## config.mk

```make
export PLATFORM = sky130hd
export DESIGN_NAME = tpdr_ctrl
export DESIGN_NICKNAME = d
export VERILOG_FILES = /design/src/rtl/core/tpdr_pkg.sv /design/src/rtl/core/tpdr_ctrl.sv
export SDC_FILE = /design/constraint.sdc
export NUM_CORES = 1
export LEC_CHECK = 0
export BUFFER_PORTS_ARGS = -buffer_cell sky130_fd_sc_hd__buf_2
export CAP_MARGIN = 20
export CORE_AREA = 2 2 39 41
export CTS_CLUSTER_SIZE = 16
export DETAILED_ROUTE_END_ITERATION = 10
export DIE_AREA = 0 0 41 43
export SYNTH_ARGS = -nofsm -noshare
export SYNTH_HDL_FRONTEND = slang
export SYNTH_SLANG_ARGS = --single-unit
```

## constraint.sdc

```tcl
create_clock -name clk_i -period 1 [get_ports clk_i]
set_clock_uncertainty 0.1 [all_clocks]
set_input_delay 0.15 -clock clk_i [delete_from_list [all_inputs] [get_ports clk_i]]
set_output_delay 0.15 -clock clk_i [all_outputs]
set_load 0.02 [all_outputs]
```

## src/rtl/core/tpdr_pkg.sv

```systemverilog
`default_nettype none

package tpdr_pkg;

  // Width and reset value of the match tolerance register.
  localparam int unsigned TOL_W = 31;
  localparam logic [TOL_W-1:0] TOL_RESET = TOL_W'(3);

  // Result status codes.
  typedef enum logic [1:0] {
    OUTCOME_NEW  = 2'd0,
    OUTCOME_DUP  = 2'd1,
    OUTCOME_FULL = 2'd2
  } outcome_e;

  // Controller states.
  typedef enum logic [1:0] {
    ST_IDLE,
    ST_SCAN,
    ST_DONE
  } state_e;

  // Commands from the controller to the datapath.
  typedef struct packed {
    logic in_ready;   // take an input transaction this cycle
    logic issue;      // read the entry under the scan index and advance it
    logic take_hit;   // latch a duplicate result from the hit stage
    logic take_new;   // append the point and latch a new-point result
    logic take_full;  // latch a store-full result
    logic emit;       // move the latched result into the output register
  } ctrl_cmd_t;

  // Status from the datapath to the controller.
  typedef struct packed {
    logic in_valid;   // an input transaction is offered
    logic hit;        // the hit stage holds a match
    logic scan_end;   // every stored entry has been read
    logic pipe_busy;  // a read is still on its way to the compare stage
    logic full;       // the store holds TABLE_DEPTH points
    logic out_free;   // the output register can be loaded this cycle
  } dp_stat_t;

endpackage

`default_nettype wire

```

## src/rtl/core/tpdr_ctrl.sv

```systemverilog
`default_nettype none

module tpdr_ctrl (
  input  wire                 clk_i,
  input  wire                 rst_ni,
  input  tpdr_pkg::dp_stat_t  stat_i,
  output tpdr_pkg::ctrl_cmd_t cmd_o
);
  import tpdr_pkg::*;

  state_e state_q, state_d;

  always_ff @(posedge clk_i or negedge rst_ni) begin
    if (!rst_ni) begin
      state_q <= ST_IDLE;
    end else begin
      state_q <= state_d;
    end
  end

  always_comb begin
    state_d = state_q;
    cmd_o   = '0;
    unique case (state_q)
      ST_IDLE: begin
        cmd_o.in_ready = 1'b1;
        if (stat_i.in_valid) begin
          state_d = ST_SCAN;
        end
      end
      ST_SCAN: begin
        // The first hit out of the in-order compare stage wins.
        if (stat_i.hit) begin
          cmd_o.take_hit = 1'b1;
          state_d        = ST_DONE;
        end else if (!stat_i.scan_end) begin
          cmd_o.issue = 1'b1;
        end else if (!stat_i.pipe_busy) begin
          if (stat_i.full) begin
            cmd_o.take_full = 1'b1;
          end else begin
            cmd_o.take_new = 1'b1;
          end
          state_d = ST_DONE;
        end
      end
      ST_DONE: begin
        if (stat_i.out_free) begin
          cmd_o.emit = 1'b1;
          state_d    = ST_IDLE;
        end
      end
      default: begin
        state_d = ST_IDLE;
      end
    endcase
  end

`ifndef SYNTH
  a_one_result: assert property (@(posedge clk_i) disable iff (!rst_ni)
    $countones({cmd_o.take_hit, cmd_o.take_new, cmd_o.take_full}) <= 1)
    else $error("more than one result latched in a cycle");
  a_no_issue_after_hit: assert property (@(posedge clk_i) disable iff (!rst_ni)
    cmd_o.take_hit |=> !cmd_o.issue && !cmd_o.take_new && !cmd_o.take_full)
    else $error("scan continued after a duplicate was found");
  a_append_after_drain: assert property (@(posedge clk_i) disable iff (!rst_ni)
    cmd_o.take_new |-> stat_i.scan_end && !stat_i.pipe_busy && !stat_i.hit)
    else $error("point appended before the scan drained");
`endif

endmodule

`default_nettype wire

```

## Yosys cells after proc, flatten, opt, wreduce, memory -nomap -nowiden

Index checks and enable logic that the tools add are counted.

| storage, ports and cells | value |
|---|---|
| output and inout port bits | 6 |
| flip-flop bits (word level) | 2 |
| input port bits | 8 |
| word-level logic and storage cells | 27 |

| operators by class | value |
|---|---|
| reductions and logical operators | 2 |
| eq/ne operators | 6 |
| muxes and demuxes | 18 |

Operators by type and width:

| cell | count |
|---|---|
| 2-bit two-way mux | 8 |
| 1-bit two-way mux | 8 |
| 3-bit inequality test, second input constant | 2 |
| 2-bit one-hot mux with 3 select lines | 1 |
| 4-bit two-way mux | 1 |
| 2-bit inequality test, second input constant | 2 |
| 4-bit AND reduction | 1 |
| 2-bit by 1-bit == test with 1-bit output, second input constant | 1 |
| 2-bit == test, second input constant | 1 |
| 2-bit logical NOT | 1 |

## Logic depth before layout (Yosys ltp)

| depth | value |
|---|---|
| word-level depth | 5 |
| mapped depth | 3 |
| depth with buffers taken out | 3 |

## Worst setup path before layout

Ideal clock, no wire load.

| timing path | value |
|---|---|
| path type | reg2out |
| from | reg state_q[1] |
| to | out cmd_o[1] (netlist name) |
| stages on the path, launching flop included | 3 |
| path buffers | 0 |
| arrival | 1.218 ns |
| data required time | 0.750 ns |
| slack | -0.468 ns |
| cells stage by stage | dfrtp_1 nand2b_4 nor4_1 |

RTL lines:

| element | line | source |
|---|---|---|
| start: declaration | tpdr_ctrl.sv:11 | `state_e state_q, state_d;` |
| start signal: assignment | tpdr_ctrl.sv:17 | `state_q <= state_d;` |
| end: declaration | tpdr_ctrl.sv:7 | `output tpdr_pkg::ctrl_cmd_t cmd_o` |

==> metrics <==
CP startpoint=state_q[1]; crit-path max cell delay=0.37 ns; Fin. Hold Viols=0; per-cell routed wire length=7.91 microns; GRT overflow=0; Post-DP HPWL=378 microns; clock buffer depth=2; fillers=156; CTS tree=yes; max_cap viols=0; DRC Markers=0; PortBufs=13; CTS H-tree lvls=1; area share of the largest cell type after synthesis=0.313; Area growth syn-to-layout=156%; row count=14; top post-synthesis cells by area=dfrtp_1 (31%), nand2b_4 (8.6%), nand2b_1 (7.8%); initial antenna violation count=0; Hold Crit Class=in2reg; Multi-input gate area=155 sq um; fmax=~0.71 GHz; Core Box Area=1380 sq um; period utilization=1.41; crit path cell chain=nand2b_4, nor4_4, buf_4; sequential cell area=51.3 sq um; sequential fraction of the synthesis area=0.313; fin area=410 sq um; Power Dens Cells=about 2300 nW/um^2; CTS Buf Count=3; Leakage Power=0.195 nW; routed vias=~220; critical path class=reg2out; global placement routability congestion=0.645; crit start category=flop; Largest regs=state_q x2; Hold Path Origin=stat_i[0]; Yosys top cell by area=dfrtp_1; Via density=between 3 and 4; TritonRoute pass-1 iters=1; largest net degree at the start of global routing=6; Setup Slack @ Placement=-0.239 ns; Critical-path top delay cell=dfrtp_1; antenna cells=0; Die Width=41 microns; fin. max-slew vios=0; Worst-Margin Slew=0.242 ns; yosys warns=0; ANT nets after route=0; status=finished, violations left; VDD IR-drop max=between 0.7 and 0.8 mV; # setup viols final=7; Post-Syn Nets=28; Clk pin slew, worst setup/hold paths=0.03 ns; most frequent cells in the layout=buf_4 (8), buf_2 (7), buf_6 (4); Reg with most FFs=state_q; Worst slew margin=0.839; first-pass GRT wire length=786 microns; commonest non-fill, non-tap cell in the layout=buf_4; Tmin final=1.41 ns; average cell area after synthesis=8.01 sq um; Iteration-0 DRC Markers=0; unrepaired setup endpoints after global routing=yes; violated checks=setup timing; clk sinks=2; FF+latch count, synth=2; CP required=0.75 ns; vias in the first global route=231; Synth cell types=13; I/O pins=14; worst-skew pair later-pin latency=0.22 ns; Starting Density=0.116; synthesized instance count=20; Final WS setup=-0.405 ns; drt total wl=459 microns; Die Area=1760 sq um; DIE HEIGHT=~43 microns; crit path DAT=about 1.2 ns; synthesized cell area=160 sq um; worst flop-to-flop path startpoint=state_q[1]; Largest register FFs=2; DP Area=between 300 and 400 sq um; reg2reg setup slack=-0.12 ns; clock root cell=clkbuf_4; Critical Path Fanout Max=5; layout cells sized above 1=0.810; Nets=52; GRT Resource Usage Total=0.0742; CP Capture Type=primary output
## final cells by class
class | count | share of cell area
sequential | 2 | 0.125
clock buffer | 3 | 0.0549
timing repair buffer | 20 | 0.366
multi-input combinational | 14 | 0.378
inverter | 3 | 0.0274
tap | 16 | 0.0488
## critical path, delay by kind of cell (launching register included)
family | cells | cell delay (ns)
AND/OR/NAND/NOR | 2 | 0.39
flip-flops | 1 | 0.37
buffers and inverters | 1 | 0.17
## stage by stage
stage | util | power [W] | hold slack (ns) | cells | setup TNS (ns)
detailed placement | 0.219 | 0.000558 | -0.157 | 51 | -1.03
finish | 0.297 | 0.000961 | 0.0146 | 58 | -2.15
floorplan | - | 0.000458 | -0.246 | 20 | -0.652
global route | 0.297 | 0.00103 | 0.0179 | 58 | -2.45
CTS | 0.277 | 0.000906 | 0.00785 | 57 | -2.40
global placement | 0.219 | 0.000553 | -0.162 | 51 | -1.01
## power breakdown
part / switching (W) / internal, W / total (W)
Combinational: 0.000277 / 0.000347 / 0.000624
Sequential: 0.0000394 / 0.000121 / 0.000161
Clock: 0.0000441 / 0.000132 / 0.000176
Total: 0.000361 / 0.000600 / 0.000961
## kinds of logic after synthesis
family	count (synthesis)	synth area share
buffers and inverters	4	0.117
AOI/OAI and AO/OA	3	0.141
DFF	2	0.313
and+or+nand+nor	11	0.430
## Yosys cell counts
master,n
o21ai_2,1
inv_1,3
a21o_2,1
nor2_1,3
nor3_1,1
nor4_1,2
or2b_2,1
nand2b_4,1
dfrtp_1,2
nand2b_1,2
buf_4,1
nand3_1,1
a21oi_1,1
## what timing repair did
| item | in CTS | in global routing |
|---|---|---|
| setup endpoints to repair | 8 | 8 |
| hold endpoints to repair | 2 | 0 |
| pin swaps | 1 | 2 |
| buffers inserted | 2 | 2 |
| resized for setup | 11 | 5 |
| hold buffers | 1 | 0 |
## per-layer routing
layer	vias up	track usage	routed length, microns
li1	110	-	-
met1	100	0.0545	149
met2	5	0.113	295
met3	0	0.0157	14
met4	0	0.120	0
met5	-	0	0
## worst paths after layout
| path | end | cells past startpoint |
|---|---|---|
| max in group asynchronous | state_q[0] | 2 |
| worst max register to register | state_q[1] | 4 |
| worst max-delay path | cmd_o[2] | 3 |
| worst min register to register | state_q[0] | 3 |
| min in group asynchronous | state_q[0] | 2 |
| worst min-delay path | state_q[1] | 2 |
No activity file was read; power rests on OpenSTA's default activity.
